<file path="src/rtl/cspl_pkg.sv">
// Shared types, constants and helper functions of the cubic spline evaluator.
`timescale 1ns / 1ps

package cspl_pkg;

  // Defaults for the top-level parameters
  localparam int MAX_KNOTS_DEF = 64;
  localparam int FRAC_BITS_DEF = 16;

  // Knot count register
  localparam int          KC_W     = 7;
  localparam logic [6:0]  KC_RESET = 7'd2;

  // Saturation bounds of a 32-bit signed result
  localparam logic signed [63:0] S32_MAX = 64'sd2147483647;
  localparam logic signed [63:0] S32_MIN = -64'sd2147483648;
  localparam logic signed [31:0] V32_MAX = 32'sh7FFF_FFFF;
  localparam logic signed [31:0] V32_MIN = 32'sh8000_0000;

  typedef enum logic [1:0] {
    OP_LOAD   = 2'd0,
    OP_VALUE  = 2'd1,
    OP_FIRST  = 2'd2,
    OP_SECOND = 2'd3
  } opcode_t;

  typedef struct packed {
    opcode_t            opcode;
    logic [5:0]         knot_index;
    logic signed [31:0] knot_pos;
    logic signed [31:0] coef_const;
    logic signed [31:0] coef_lin;
    logic signed [31:0] coef_quad;
    logic signed [31:0] coef_cube;
    logic signed [31:0] query_t;
  } spl_in_t;

  typedef struct packed {
    logic signed [31:0] result_value;
    logic [5:0]         segment;
    logic [1:0]         result_kind;
    logic               saturated;
  } spl_out_t;

  // One knot table entry
  typedef struct packed {
    logic signed [31:0] knot_pos;
    logic signed [31:0] coef_const;
    logic signed [31:0] coef_lin;
    logic signed [31:0] coef_quad;
    logic signed [31:0] coef_cube;
  } knot_entry_t;

  // Controller state
  typedef enum logic [3:0] {
    S_IDLE,
    S_RD_LAST,
    S_CLAMP_HI,
    S_CLAMP_LO,
    S_SRCH_CHK,
    S_SRCH_CMP,
    S_DX,
    S_MUL,
    S_POST,
    S_FIN
  } state_t;

  // Multiplier operand pairs
  typedef enum logic [2:0] {
    MUL_DX_DX,
    MUL_DX2_DX,
    MUL_B_DX,
    MUL_C_DX2,
    MUL_D_DX3,
    MUL_C_DX,
    MUL_D_DX2,
    MUL_D_DX
  } mul_sel_t;

  // Where a truncated product goes
  typedef enum logic [1:0] {
    DST_DX2,
    DST_DX3,
    DST_ACC
  } dest_t;

  // Scale applied to a product before it is accumulated
  typedef enum logic [1:0] {
    SC_1,
    SC_2,
    SC_3,
    SC_6
  } scale_t;

  typedef struct packed {
    mul_sel_t mul_sel;
    dest_t    dest;
    scale_t   scale;
    logic     last;
  } step_t;

  // Commands from controller to datapath
  typedef struct packed {
    logic     mem_we;
    logic     start;
    logic     rd_en;
    logic     clamp_hi;
    logic     clamp_lo;
    logic     dx_step;
    logic     mul_en;
    mul_sel_t mul_sel;
    logic     post_en;
    dest_t    dest;
    scale_t   scale;
    logic     out_load;
  } dp_cmd_t;

  // Status from datapath to controller
  typedef struct packed {
    logic    gt;
    opcode_t op;
  } dp_stat_t;

  typedef struct packed {
    logic               clip;
    logic signed [31:0] val;
  } sat_t;

  // Clip a 64-bit signed value to 32 bits and flag the clip
  function automatic sat_t sat32(input logic signed [63:0] v);
    sat_t r;
    r.clip = 1'b0;
    r.val  = v[31:0];
    if (v > S32_MAX) begin
      r.clip = 1'b1;
      r.val  = V32_MAX;
    end else if (v < S32_MIN) begin
      r.clip = 1'b1;
      r.val  = V32_MIN;
    end
    return r;
  endfunction

  // Multiply sequence of each query kind
  function automatic step_t seq_step(input opcode_t op, input logic [2:0] idx);
    step_t s;
    s = '{mul_sel: MUL_D_DX, dest: DST_ACC, scale: SC_1, last: 1'b1};
    case (op)
      OP_VALUE: begin
        case (idx)
          3'd0: s = '{mul_sel: MUL_DX_DX,  dest: DST_DX2, scale: SC_1, last: 1'b0};
          3'd1: s = '{mul_sel: MUL_DX2_DX, dest: DST_DX3, scale: SC_1, last: 1'b0};
          3'd2: s = '{mul_sel: MUL_B_DX,   dest: DST_ACC, scale: SC_1, last: 1'b0};
          3'd3: s = '{mul_sel: MUL_C_DX2,  dest: DST_ACC, scale: SC_1, last: 1'b0};
          3'd4: s = '{mul_sel: MUL_D_DX3,  dest: DST_ACC, scale: SC_1, last: 1'b1};
          default: s = '{mul_sel: MUL_D_DX3, dest: DST_ACC, scale: SC_1, last: 1'b1};
        endcase
      end
      OP_FIRST: begin
        case (idx)
          3'd0: s = '{mul_sel: MUL_DX_DX, dest: DST_DX2, scale: SC_1, last: 1'b0};
          3'd1: s = '{mul_sel: MUL_C_DX,  dest: DST_ACC, scale: SC_2, last: 1'b0};
          3'd2: s = '{mul_sel: MUL_D_DX2, dest: DST_ACC, scale: SC_3, last: 1'b1};
          default: s = '{mul_sel: MUL_D_DX2, dest: DST_ACC, scale: SC_3, last: 1'b1};
        endcase
      end
      OP_SECOND: s = '{mul_sel: MUL_D_DX, dest: DST_ACC, scale: SC_6, last: 1'b1};
      default:   s = '{mul_sel: MUL_D_DX, dest: DST_ACC, scale: SC_1, last: 1'b1};
    endcase
    return s;
  endfunction

endpackage

</file>
<file path="src/rtl/cspl_ctrl.sv">
// Controller of the spline evaluator: handshakes, knot count, search indexes, step sequence.
`timescale 1ns / 1ps

module cspl_ctrl
  import cspl_pkg::*;
#(
  parameter int MAX_KNOTS = MAX_KNOTS_DEF,
  localparam int AW = $clog2(MAX_KNOTS)
) (
  input  logic            clk,
  input  logic            rst_n,
  input  logic            in_valid,
  input  opcode_t         in_opcode,
  output logic            in_stall,
  output logic            out_valid,
  input  logic            out_stall,
  input  logic            cfg_we,
  input  logic [KC_W-1:0] cfg_wdata,
  input  dp_stat_t        status,
  output dp_cmd_t         cmd,
  output logic [AW-1:0]   rd_addr
);

  localparam int KW = (AW + 1 > KC_W) ? AW + 1 : KC_W;

  state_t            state_r, state_nxt;
  logic [KC_W-1:0]   knot_count_r;
  logic [AW-1:0]     lo_r, lo_nxt;
  logic [AW-1:0]     hi_r, hi_nxt;
  logic [AW-1:0]     mid_r, mid_nxt;
  logic [2:0]        step_r, step_nxt;
  logic              out_valid_r, out_valid_nxt;

  logic [KW-1:0]     kc_ext;
  logic [KW-1:0]     n_eff;
  logic [AW-1:0]     nlast;
  logic [AW:0]       mid_sum;
  logic [AW-1:0]     mid;
  logic [AW-1:0]     span;
  logic              accept;
  logic              out_free;
  step_t             step;

  // Knot count clipped to the table
  always_comb begin
    kc_ext = KW'(knot_count_r);
    if (kc_ext < KW'(2)) begin
      n_eff = KW'(2);
    end else if (kc_ext > KW'(MAX_KNOTS)) begin
      n_eff = KW'(MAX_KNOTS);
    end else begin
      n_eff = kc_ext;
    end
  end
  assign nlast = AW'(n_eff - KW'(1));

  // Midpoint and width of the search interval
  assign mid_sum = {1'b0, lo_r} + {1'b0, hi_r};
  assign mid     = mid_sum[AW:1];
  assign span    = hi_r - lo_r;

  assign in_stall  = (state_r != S_IDLE);
  assign accept    = in_valid && !in_stall;
  assign out_free  = !out_valid_r || !out_stall;
  assign out_valid = out_valid_r;
  assign step      = seq_step(status.op, step_r);

  // Next state and commands
  always_comb begin
    state_nxt     = state_r;
    lo_nxt        = lo_r;
    hi_nxt        = hi_r;
    mid_nxt       = mid_r;
    step_nxt      = step_r;
    cmd           = '0;
    cmd.mul_sel   = step.mul_sel;
    cmd.dest      = step.dest;
    cmd.scale     = step.scale;
    rd_addr       = lo_r;
    out_valid_nxt = out_valid_r && out_stall;
    case (state_r)
      S_IDLE: begin
        if (accept) begin
          if (in_opcode == OP_LOAD) begin
            cmd.mem_we = 1'b1;
          end else begin
            cmd.start = 1'b1;
            state_nxt = S_RD_LAST;
          end
        end
      end
      S_RD_LAST: begin
        cmd.rd_en = 1'b1;
        rd_addr   = nlast;
        state_nxt = S_CLAMP_HI;
      end
      S_CLAMP_HI: begin
        cmd.clamp_hi = 1'b1;
        cmd.rd_en    = 1'b1;
        rd_addr      = '0;
        state_nxt    = S_CLAMP_LO;
      end
      S_CLAMP_LO: begin
        cmd.clamp_lo = 1'b1;
        lo_nxt       = '0;
        hi_nxt       = nlast;
        state_nxt    = S_SRCH_CHK;
      end
      S_SRCH_CHK: begin
        cmd.rd_en = 1'b1;
        if (span > AW'(1)) begin
          rd_addr   = mid;
          mid_nxt   = mid;
          state_nxt = S_SRCH_CMP;
        end else begin
          rd_addr   = lo_r;
          state_nxt = S_DX;
        end
      end
      S_SRCH_CMP: begin
        if (status.gt) begin
          lo_nxt = mid_r;
        end else begin
          hi_nxt = mid_r;
        end
        state_nxt = S_SRCH_CHK;
      end
      S_DX: begin
        cmd.dx_step = 1'b1;
        rd_addr     = lo_r;
        step_nxt    = '0;
        state_nxt   = S_MUL;
      end
      S_MUL: begin
        cmd.mul_en = 1'b1;
        state_nxt  = S_POST;
      end
      S_POST: begin
        cmd.post_en = 1'b1;
        if (step.last) begin
          state_nxt = S_FIN;
        end else begin
          step_nxt  = step_r + 3'd1;
          state_nxt = S_MUL;
        end
      end
      S_FIN: begin
        if (out_free) begin
          cmd.out_load  = 1'b1;
          out_valid_nxt = 1'b1;
          state_nxt     = S_IDLE;
        end
      end
      default: state_nxt = S_IDLE;
    endcase
  end

  // Control registers
  always_ff @(posedge clk) begin
    if (!rst_n) begin
      state_r     <= S_IDLE;
      out_valid_r <= 1'b0;
      knot_count_r <= KC_RESET;
    end else begin
      state_r     <= state_nxt;
      out_valid_r <= out_valid_nxt;
      if (cfg_we) begin
        knot_count_r <= cfg_wdata;
      end
    end
  end

  // Search indexes and step counter
  always_ff @(posedge clk) begin
    lo_r   <= lo_nxt;
    hi_r   <= hi_nxt;
    mid_r  <= mid_nxt;
    step_r <= step_nxt;
  end

  // The search interval never collapses
  a_span_open: assert property (@(posedge clk) disable iff (!rst_n)
    (state_r == S_SRCH_CHK) |-> (lo_r < hi_r))
    else $error("search interval collapsed");

  // The step counter stays inside the longest sequence
  a_step_bound: assert property (@(posedge clk) disable iff (!rst_n)
    (state_r == S_MUL) |-> (step_r < 3'd5))
    else $error("step counter out of range");

  // An accepted query starts the table walk
  a_query_start: assert property (@(posedge clk) disable iff (!rst_n)
    (accept && (in_opcode != OP_LOAD)) |=> (state_r == S_RD_LAST))
    else $error("query did not start");

  // A finished query lands in the output register and frees the input
  a_fin_deliver: assert property (@(posedge clk) disable iff (!rst_n)
    ((state_r == S_FIN) && out_free) |=> ((state_r == S_IDLE) && out_valid_r))
    else $error("finished item not delivered");

endmodule

</file>
<file path="config.mk">
export PLATFORM = sky130hd
export DESIGN_NAME = cspl_ctrl
export DESIGN_NICKNAME = d
export VERILOG_FILES = /design/src/rtl/cspl_pkg.sv /design/src/rtl/cspl_ctrl.sv
export SDC_FILE = /design/constraint.sdc
export NUM_CORES = 1
export LEC_CHECK = 0
export ABC_AREA = 0
export BUFFER_PORTS_ARGS = -buffer_cell sky130_fd_sc_hd__buf_2
export CORE_MARGIN = 10
export CORE_UTILIZATION = 45
export DETAILED_ROUTE_END_ITERATION = 16
export PLACE_DENSITY = 0.66
export SLEW_MARGIN = 25
export SYNTH_ARGS = -nofsm -noshare
export SYNTH_HDL_FRONTEND = slang
export SYNTH_SLANG_ARGS = --single-unit
</file>
<file path="constraint.sdc">
create_clock -name clk -period 3.4 [get_ports clk]
set_input_delay 0.17 -clock clk [delete_from_list [all_inputs] [get_ports clk]]
set_output_delay 0.17 -clock clk [all_outputs]
set_load 0.005 [all_outputs]
</file>
# After elaboration in Yosys (flattened, before gate mapping)

Index checks and enable logic that the tools add are counted.

Reductions and logical operators: 19
Magnitude comparators: 3
Eq/ne operators: 21
Mux-type cells: 33
Add/subtract/negate cells: 4

Operator list:

| kind                                                | count |
|---|---|
| one-hot mux 4 bit (9 select lines)                  | 1 |
| one-hot mux 8 bit (4 select lines)                  | 1 |
| two-way mux 6 bit                                   | 5 |
| one-hot mux 6 bit (2 select lines)                  | 2 |
| one-hot mux 8 bit (3 select lines)                  | 1 |
| one-hot mux 6 bit (3 select lines)                  | 1 |
| equality test 4 x 3 -> 1 bit, second input constant | 4 |
| two-way mux 4 bit                                   | 4 |
| one-hot mux 8 bit (2 select lines)                  | 1 |
| two-way mux 1 bit                                   | 12 |
| inequality test 2 bit, second input constant        | 6 |
| equality test 4 x 2 -> 1 bit, second input constant | 2 |
| equality test 4 bit, second input constant          | 2 |
| AND reduction 2 bit                                 | 4 |
| adder 6 x 6 -> 7 bit                                | 1 |
| > comparator 7 bit, second input constant           | 1 |
| < comparator 7 x 2 -> 1 bit, second input constant  | 1 |
| equality test 3 x 2 -> 1 bit, second input constant | 2 |
| > comparator 6 x 1 -> 1 bit, second input constant  | 1 |
| two-way mux 2 bit                                   | 3 |
| one-hot mux 3 bit (2 select lines)                  | 1 |
| subtractor 6 x 1 -> 6 bit, second input constant    | 1 |
| subtractor 6 bit                                    | 1 |
| equality test 2 bit, second input constant          | 2 |
| 16 further kinds                                    | 20 |

Word-level logic and storage cells: 87
Output and inout port bits: 24
Register bits after elaboration: 33
Input port bits: 17

# Longest topological paths before layout

Gate-level depths: netlist (run 1).

Depth after elaboration: 5
Depth in mapped cells: 9
Mapped depth without buffers: 9

# Least setup slack after synthesis (run 1)

No wires, ideal clock.

Path kind: reg-to-reg
Start point: register lo_r[5]
End point: register mid_r[0], enable pin
Period minus slack after synthesis: 2.426 ns
Slack: 0.974 ns
Library setup time: 0.357 ns
Required time: 3.043 ns
Path buffers: 1
Data arrival time: 2.069 ns
Stages on the path, launching flop included: 8
Cells stage by stage: edfxtp_1 ha_1 buf_2 inv_1 a311o_1 a311oi_1 nor4_4 nor2_1

Longest elaborated chain between the ends: 3

Ends and longest elaborated chain:

| what                          | RTL line         | text |
|---|---|---|
| start: declaration            | cspl_ctrl.sv:28  | `logic [AW-1:0] lo_r, lo_nxt;` |
| start signal: assignment      | cspl_ctrl.sv:175 | `lo_r <= lo_nxt;` |
| subtractor 6 bit              | cspl_ctrl.sv:60  | `assign span = hi_r - lo_r;` |
| > comparator 6 x 1 -> 1 bit   | cspl_ctrl.sv:111 | `if (span > AW'(1)) begin` |
| AND reduction 2 bit (no line) | n/a              |  |
| end signal: assignment        | cspl_ctrl.sv:177 | `mid_r <= mid_nxt;` |
| end: declaration              | cspl_ctrl.sv:30  | `logic [AW-1:0] mid_r, mid_nxt;` |

No other way between the ends.
A chain may end at the register's enable or synchronous reset.

# Worst setup path after layout (run 1)

Start point: register lo_r[0]
End point: output rd_addr[5]

Longest elaborated chain between the ends: 4
Elaborated cells between the ends (all ways): 5
Classes of those cells: add/sub: 2; order compare: 1; mux: 2

Ends and longest elaborated chain:

| what                                   | RTL line         | text |
|---|---|---|
| subtractor 6 bit                       | cspl_ctrl.sv:60  |  |
| > comparator 6 x 1 -> 1 bit            | cspl_ctrl.sv:111 |  |
| two-way mux 6 bit (*)                  | cspl_ctrl.sv:111 |  |
| one-hot mux 6 bit (3 select lines) (*) | cspl_ctrl.sv:81  | `case (state_r)` |
| end: declaration                       | cspl_ctrl.sv:21  | `output logic [AW-1:0] rd_addr` |

Mark *: on every way between the ends. The rest lies on a longest branch, timed or not.

==> qor.csv, run 1 <==
stage,metric,value,unit
setup_path,crit end category,output pin,
grt,largest net degree at the start of global routing,16,
clocking,Root Buffer,clkbuf_8,
sta,Tcrit/Tclk final,0.923,
sta,setup total negative slack,0,ns
synthesis,largest family of logic cells by synthesized area,simple AND/OR/NAND/NOR gates,
synthesis,Unique masters post-synth,52,
grt,vias in the first global route,2035,
routing,top sig layer,met4,
routing,M1 WL,2600,um
synthesis,Synth area leaders,"edfxtp_1, dfxtp_1, ha_1, nor2_1, mux2i_1",
floorplanning,Boundary Pins,41,
grt,initial antenna violation count,0,
routing,drt total wl,5560,um
place,Final GP Congestion,0.848,
run_status,status,"finished, final reports clean",
sta,FMAX,319,MHz
grt,global-route wire length before repair,9490,um
clocking,H-tree levels,2,
floorplanning,Row Count,26,
sta,"Hold Vio Cnt, Final",0,
clocking,CTS sink count,33,
hold_path,min-delay worst type,in -> reg,
power_and_ir_drop,PD cells,322,mW/mm^2
setup_path,max incr delay on CP,0.55,ns
cells_and_area,Sequential Area,871,um^2
sta,worst clock skew,0.00266,ns
synthesis,Post-Synth Adder-Cell Area,0.107,
synthesis,Synth Area in XOR/XNOR,0.0296,
setup_path,CP arrival,2.97,ns
synthesis,"EDFF count, synth",21,
cells_and_area,FILL cells,510,
cells_and_area,P&R area growth vs syn,14.6,%
clocking,Worst-Skew Late Latency,0.28,ns
setup_path,reg2reg setup slack,0.59,ns
clocking,post-CTS setup buffer count,0,
synthesis,Post-Syn Area per Cell,9.06,um^2
setup_path,Worst EP required,3.23,ns
grt,GRT overflow,0,
clocking,Num CTS Buffers,5,
place,final HPWL from detailed placement,4400,um
grt,gr usage total,0.134,
synthesis,largest area contributor in the netlist,edfxtp_1,
setup_path,crit path launch type,flop,
routing,DR WL met3,276,um
cells_and_area,area of the multi-input gates,0.00139,mm^2
synthesis,syn_nets,297,
clocking,post-CTS sizing,0,
clocking,Longest Clk Path Bufs,2,
power_and_ir_drop,Max VDD drop,0.254,mV
cells_and_area,n_diodes,0,
setup_path,"delay-heaviest family, CP",simple AND/OR/NAND/NOR gates,
routing,Vias,2009,
floorplanning,Die X,92.5,um
floorplanning,Initial Util,0.463,
setup_path,CP Buf/Inv Count,1,
sta,"Setup violations, final",0,
routing,vias per cell,5.39,
place,port bufs,40,
power_and_ir_drop,Pleak,1.19,nW
routing,DRT antenna net count,0,
synthesis,"Seq/Total Area, Yosys",0.368,
setup_path,crit path cell chain,"ha_1, fa_1, nand2b_1, a21oi_1, xor2_1, nor4_4, mux2i_1, o221ai_1, buf_2",
routing,initial DRC count,77,
clocking,hold_buf cts,0,
floorplanning,Die ar.,0.00855,mm^2
floorplanning,DIE HEIGHT,92.5,um
synthesis,"Cell Area, Synth",0.00236,mm^2
cells_and_area,ratio of cells with drive above 1 in the final layout,0.172,
sta,fin. max-slew vios,0,
synthesis,post-synthesis mux area share,0.0593,
routing,drt first pass iters,4,
power_and_ir_drop,Overall Power,873,uW
routing,met2 routed WL,2580,um
synthesis,YS warnings,0,
synthesis,Mapped Cells,261,
clocking,CTS tree,done,
floorplanning,Core Region,0.00511,mm^2
setup_path,Setup CP Type,reg -> out,
synthesis,Compound-Gate Fraction of Synth Area,0.185,
setup_path,CP max stage cell,nor4_4,
flow_run,Max Cap Viol,0,
routing,Remaining DRCs,0,
sta,RSZ-0062 raised after global routing,no,
synthesis,Synth Register Bits,33,
synthesis,area share of the largest cell type after synthesis,0.267,
routing,drt wl/cell,14.9,um
synthesis,Synth Flop Type,edfxtp_1,
sta,Max-slew headroom,0.492,
cells_and_area,"commonest non-fill, non-tap cell in the layout",buf_2,
cells_and_area,most frequent cells in the layout,"buf_2, nor2_1, edfxtp_1",
sta,minimum clock period,3.14,ns
synthesis,ys async rst share,0,
cells_and_area,nets,338,
clocking,"Clk pin slew, worst setup/hold paths",0.06,ns
setup_path,"Max FO, Critical Path",8,
sta,Slew @ Worst Pin,0.759,ns
synthesis,Post-Synth Simple-Gate Area,0.206,
-- layer usage --
metal / track usage / vias up
li1: - / 1023
met1: 0.174 / 928
met2: 0.215 / 51
met3: 0.0307 / 7
met4: 0.0463 / 0
met5: 0 / -
-- final cells by class --
class,count,share of cell area
tap,70,0.0323
multi-input combinational,202,0.512
sequential,33,0.321
timing repair buffer,42,0.0794
clock buffer,8,0.0295
inverter,18,0.0249
-- sequential cells by signal, indices dropped and copies added, names as in the netlist --
signal	cells
hi_r	6
state_r	4
lo_r	6
out_valid	1
kc_ext	7
mid_r	6
step_r	3
-- synth_stat cells, types with 2 or more instances --
master,n
nor2_1,38
edfxtp_1,21
nand2_1,18
ha_1,17
inv_1,17
a21oi_1,16
mux2i_1,14
dfxtp_1,12
nand2b_1,8
nor2b_1,8
and3_1,7
nor3_1,6
o21bai_1,6
o21a_1,5
o21ai_0,5
o221ai_1,5
xor2_1,5
clkbuf_1,4
o22ai_1,4
xnor2_1,3
a211oi_1,2
a22o_1,2
a22oi_1,2
buf_2,2
fa_1,2
nand3_1,2
nor3b_1,2
o21ai_1,2
o31ai_1,2
or2_2,2
-- worst reg2reg max path, stage by stage, from the launching register on --
cell,delay (ns)
edfxtp_1,0.46
ha_1,0.27
fa_1,0.40
nand2b_1,0.17
a21oi_1,0.16
xor2_1,0.12
nor4_4,0.55
nor2_1,0.31
a22o_1,0.27
-- where the power goes --
group / switching [mW] / internal (mW) / total (mW)
combinational: 0.0793 / 0.0660 / 0.145
clock: 0.135 / 0.145 / 0.280
sequential: 0.0139 / 0.434 / 0.448
total: 0.228 / 0.645 / 0.873
-- final timing paths --
kind	startpoint	end	cells past startpoint
setup reg to reg	lo_r[0]$_SDFFCE_PN0P_	state_r[0]$_SDFFE_PN0P_	8
hold reg to reg	out_valid$_SDFF_PN0_	out_valid$_SDFF_PN0_	2
setup / recovery	lo_r[0]$_SDFFCE_PN0P_	rd_addr[5]	9
hold / removal	rst_n	kc_ext[1]$_SDFFE_PN1P_	2
-- per-stage QoR --
step	std cells	cell area, um^2	hold WS, ns	utilization	setup slack [ns]
after CTS	373	2710	0.0737	0.531	0.237
after global placement	365	2630	0.363	0.515	0.602
after detailed placement	365	2630	0.371	0.515	0.558
after global routing	373	2710	0.0826	0.531	0.0344
after floorplan	261	2360	0.232	-	0.974
final	373	2710	0.0784	0.531	0.262
-- cells by family (layout without fill, tap and decap cells) --
logic type,Yosys count,in the layout
compound gates,63,63
xor+xnor,8,8
fa+ha+maj,19,19
buf+inv,26,68
flops,33,33
mux,14,14
simple gates,98,98
Power figures use the tool's default switching activity.
==> run 2: changes to the inputs <==
CORE_ASPECT_RATIO = 0.7   (was default)
SETUP_SLACK_MARGIN = 0.05   (was default)
SKIP_CTS_REPAIR_TIMING = 1   (was default)
==> qor.csv, run 2 (synthesized netlist as in run 1, its figures left out) <==
stage,metric,value,unit
floorplanning,Core Region,0.00494,mm^2
grt,largest net degree at the start of global routing,16,
clocking,Worst-Skew Late Latency,0.28,ns
sta,RSZ-0062 raised after global routing,no,
floorplanning,Die ar.,0.00860,mm^2
power_and_ir_drop,combinational share of power,0.166,
power_and_ir_drop,Clk pwr share,0.322,
cells_and_area,nets,339,
run_status,status,"finished, final reports clean",
clocking,CTS tree,done,
setup_path,FF-to-FF End,state_r[0]$_SDFFE_PN0P_,
sta,Max-slew headroom,0.503,
setup_path,crit path launch type,flop,
clocking,H-tree levels,2,
place,Final GP Congestion,0.844,
cells_and_area,"commonest non-fill, non-tap cell in the layout",buf_2,
clocking,"Clk pin slew, worst setup/hold paths",0.07,ns
cells_and_area,ratio of cells with drive above 1 in the final layout,0.178,
sta,Final WS setup,0.324,ns
clocking,Num CTS Buffers,5,
setup_path,Worst EP required,3.23,ns
setup_path,reg2reg start,lo_r[0]$_SDFFCE_PN0P_,
sta,minimum clock period,3.08,ns
clocking,Root Buffer,clkbuf_8,
grt,GRT overflow,0,
power_and_ir_drop,Reg power frac,0.512,
power_and_ir_drop,Max VDD drop,0.183,mV
power_and_ir_drop,Overall Power,874,uW
sta,setup total negative slack,0,ns
setup_path,"delay-heaviest family, CP",simple AND/OR/NAND/NOR gates,
cells_and_area,P&R area growth vs syn,14.9,%
power_and_ir_drop,PD cells,322,mW/mm^2
hold_path,worst hold stages,2,
setup_path,reg2reg setup slack,0.69,ns
routing,drt total wl,5660,um
floorplanning,Boundary Pins,41,
flow_run,Max Cap Viol,0,
setup_path,CP arrival,2.91,ns
floorplanning,DIE HEIGHT,80.7,um
routing,drt wl/cell,15.2,um
grt,vias in the first global route,1924,
sta,Slew @ Worst Pin,0.743,ns
sta,"Hold Vio Cnt, Final",0,
hold_path,min-delay worst type,in -> reg,
setup_path,crit end category,output pin,
floorplanning,Die X,107,um
floorplanning,Initial Util,0.479,
power_and_ir_drop,P_sw,231,uW
routing,DRT antenna net count,0,
setup_path,max incr delay on CP,0.54,ns
routing,Vias,2013,
sta,Tcrit/Tclk final,0.905,
setup_path,Worst Reg-to-Reg Cells,9,
cells_and_area,max FFs per register,7,
clocking,CTS sink count,33,
routing,vias per cell,5.40,
floorplanning,Row Count,21,
clocking,Longest Clk Path Bufs,2,
power_and_ir_drop,internal power,643,uW
cells_and_area,n_diodes,0,
place,port bufs,40,
setup_path,Setup CP Type,reg -> out,
sta,fin. max-slew vios,0,
routing,initial DRC count,167,
hold_path,Hold EP,kc_ext[1]$_SDFFE_PN1P_,
place,pre-CTS setup slack,0.615,ns
power_and_ir_drop,Switching Share,0.265,
setup_path,CP Buf/Inv Count,1,
sta,FMAX,325,MHz
routing,drt first pass iters,5,
grt,gr usage total,0.134,
hold_path,Worst Hold Launch,rst_n,
setup_path,CP max stage cell,nor4_4,
power_and_ir_drop,Pleak,1.20,nW
grt,initial antenna violation count,0,
setup_path,"Max FO, Critical Path",8,
sta,"Setup violations, final",0,
cells_and_area,final core occ,0.550,
setup_path,crit path cell chain,"ha_1, fa_1, nand2b_1, a21oi_1, xor2_1, nor4_4, mux2i_1, o221ai_1, buf_2",
grt,global-route wire length before repair,9430,um
place,final HPWL from detailed placement,4560,um
sta,worst clock skew,0.00891,ns
routing,Remaining DRCs,0,
cells_and_area,most frequent cells in the layout,"buf_2, nor2_1, edfxtp_1",
[run 2: cell count changes in the layout (fill, tap and decap cells not counted), sizes merged]
cell,previous run,this run
buf,42,43
clkinv,1,2
clkbuf,8,7
[run 2: metal layers]
metal  GRT usage  wire length [um]
met5           0                 0
met3      0.0423               403
met1       0.185              2880
met2       0.201              2340
met4      0.0283                39
[run 2: how the worst max path moves through the flow]
stage / start / end / cells past startpoint
6_report: lo_r[0]$_SDFFCE_PN0P_ / rd_addr[2] / 9
5_1_grt: lo_r[1]$_SDFFCE_PN0P_ / rd_addr[5] / 9
2_1_floorplan: lo_r[5]$_SDFFCE_PN0P_ / mid_r[0]$_DFFE_PP_ / 7
3_5_place_dp: lo_r[1]$_SDFFCE_PN0P_ / rd_addr[2] / 9
3_3_place_gp: lo_r[1]$_SDFFCE_PN0P_ / rd_addr[2] / 9
4_1_cts: lo_r[1]$_SDFFCE_PN0P_ / rd_addr[2] / 9
[run 2: worst register-to-register path, cell delays in order, from the launching register on]
cell	delay [ns]
edfxtp_1	0.44
ha_1	0.25
fa_1	0.40
nand2b_1	0.16
a21oi_1	0.16
xor2_1	0.12
nor4_4	0.54
nor2_1	0.14
buf_4	0.21
a22o_1	0.20
[run 2: stage by stage]
| stage | hold WS [ns] | cells | area [um^2] |
|---|---|---|---|
| 2_1_floorplan | 0.232 | 261 | 2360 |
| 3_3_place_gp | 0.373 | 365 | 2640 |
| 3_5_place_dp | 0.376 | 365 | 2640 |
| 4_1_cts | 0.0754 | 373 | 2720 |
| 5_1_grt | 0.0838 | 373 | 2720 |
| 6_report | 0.0780 | 373 | 2720 |
[run 2: power by group through the flow]
stage | Clock (mW) | Sequential, mW | Combinational, mW
after detailed placement | 0 | 0.456 | 0.145
final | 0.281 | 0.448 | 0.145
after floorplan | 0 | 0.450 | 0.0949
after global placement | 0 | 0.456 | 0.144
after CTS | 0.289 | 0.447 | 0.146
after global routing | 0.302 | 0.449 | 0.163
[run 2: area by class of cell]
class / count / area [um^2]
tap: 69 / 86.3
fill: 499 / 2220
clock buffer: 7 / 76.3
timing repair buffer: 43 / 223
inverter: 18 / 67.6
multi-input combinational: 202 / 1390
sequential: 33 / 871
clock inverter: 1 / 5.00
==> run 3: changes to the inputs <==
CORE_ASPECT_RATIO = 1.75   (was 0.7)
==> qor.csv, run 3 (synthesized netlist as in run 1, its figures left out) <==
stage,metric,value,unit
place,final HPWL from detailed placement,4610,um
clocking,CTS sink count,33,
cells_and_area,most frequent cells in the layout,"buf_2, nor2_1, edfxtp_1",
clocking,H-tree levels,2,
cells_and_area,n_diodes,0,
clocking,"Clk pin slew, worst setup/hold paths",0.07,ns
hold_path,min-delay worst type,in -> reg,
cells_and_area,ratio of cells with drive above 1 in the final layout,0.184,
floorplanning,Die ar.,0.00867,mm^2
routing,drt wl/cell,16.0,um
sta,"Setup violations, final",0,
sta,fin. max-slew vios,0,
sta,RSZ-0062 raised after global routing,no,
power_and_ir_drop,Pleak,1.22,nW
routing,DRT antenna net count,0,
grt,largest net degree at the start of global routing,16,
floorplanning,Initial Util,0.471,
routing,drt first pass iters,5,
setup_path,Worst EP required,3.23,ns
cells_and_area,nets,340,
clocking,CTS tree,done,
cells_and_area,FILL cells,493,
routing,drt total wl,5740,um
routing,initial DRC count,93,
sta,Tcrit/Tclk final,0.873,
place,port bufs,40,
run_status,status,"finished, final reports clean",
power_and_ir_drop,PD cells,343,mW/mm^2
setup_path,crit path launch type,flop,
routing,Remaining DRCs,0,
setup_path,CP arrival,2.80,ns
setup_path,CP max stage cell,ha_1,
place,pre-CTS setup slack,0.544,ns
clocking,Root Buffer,clkbuf_8,
setup_path,"delay-heaviest family, CP",compound AO/OA/AOI/OAI gates,
setup_path,Setup CP Type,reg -> out,
grt,GRT overflow,0,
grt,initial antenna violation count,0,
routing,Vias,2063,
flow_run,Max Cap Viol,0,
sta,FMAX,337,MHz
floorplanning,Core Region,0.00502,mm^2
floorplanning,Die X,74.8,um
power_and_ir_drop,Overall Power,940,uW
grt,global-route wire length before repair,9490,um
sta,"Hold Vio Cnt, Final",0,
sta,Slew @ Worst Pin,0.675,ns
setup_path,Worst path depth,9,
sta,Max-slew headroom,0.550,
setup_path,"Max FO, Critical Path",9,
cells_and_area,max FFs per register,7,
clocking,Longest Clk Path Bufs,2,
setup_path,max incr delay on CP,0.45,ns
routing,vias per cell,5.75,
setup_path,CP Buf/Inv Count,3,
cells_and_area,P&R area growth vs syn,15.7,%
sta,Final WS setup,0.430,ns
place,Final GP Congestion,0.845,
sta,minimum clock period,2.97,ns
hold_path,worst hold stages,2,
setup_path,crit path cell chain,"ha_1, inv_1, a311o_1, a311oi_1, nor4_4, buf_4, mux2i_1, o221ai_1, buf_2",
cells_and_area,final core occ,0.545,
clocking,Worst-Skew Late Latency,0.28,ns
floorplanning,Boundary Pins,41,
floorplanning,Row Count,34,
cells_and_area,"commonest non-fill, non-tap cell in the layout",buf_2,
setup_path,crit end category,output pin,
grt,vias in the first global route,2076,
setup_path,Worst Reg-to-Reg Cells,7,
floorplanning,DIE HEIGHT,116,um
sta,setup total negative slack,0,ns
sta,worst clock skew,0.00839,ns
power_and_ir_drop,Max VDD drop,0.349,mV
clocking,Num CTS Buffers,5,
grt,gr usage total,0.139,
run 3: worst reg2reg max path, stage by stage (launching register included):
cell	delay, ns
edfxtp_1	0.41
ha_1	0.45
inv_1	0.13
a311o_1	0.37
a311oi_1	0.39
nor4_4	0.10
buf_4	0.18
nor2_1	0.42
run 3: routing by layer:
| layer | up-vias | routed length, um | global-route usage |
|---|---|---|---|
| met5 | - | 0 | 0 |
| met4 | 0 | 133 | 0.0647 |
| met3 | 13 | 205 | 0.0300 |
| met2 | 39 | 3200 | 0.264 |
| met1 | 990 | 2200 | 0.135 |
| li1 | 1021 | - | - |
run 3: power by group:
part           internal (mW)  switching, mW
clock                  0.209          0.138
combinational         0.0664         0.0786
sequential             0.434         0.0137
run 3: per-stage QoR:
| stage | hold slack [ns] | std cells | instance area, um^2 |
|---|---|---|---|
| after floorplan | 0.232 | 261 | 2360 |
| after global placement | 0.365 | 349 | 2610 |
| after detailed placement | 0.375 | 349 | 2610 |
| after CTS | 0.0799 | 357 | 2720 |
| after global routing | 0.0920 | 359 | 2740 |
| final | 0.0863 | 359 | 2740 |
run 3: final cells by class:
type	instances	area, um^2	area share
flip-flops and latches	33	871	0.318
inverters	18	67.6	0.0247
clock buffers	8	111	0.0407
well taps	54	67.6	0.0247
repair buffers	44	230	0.0841
multi-input cells	202	1390	0.508
run 3: path summary, 6_finish.rpt:
check                         start                      to  slack [ns]
max           lo_r[5]$_SDFFCE_PN0P_              rd_addr[2]        0.43
min                           rst_n  kc_ext[1]$_SDFFE_PN1P_        0.09
max reg2reg   lo_r[5]$_SDFFCE_PN0P_      mid_r[3]$_DFFE_PP_        0.58
min reg2reg  kc_ext[2]$_SDFFE_PN0P_  kc_ext[2]$_SDFFE_PN0P_        0.55
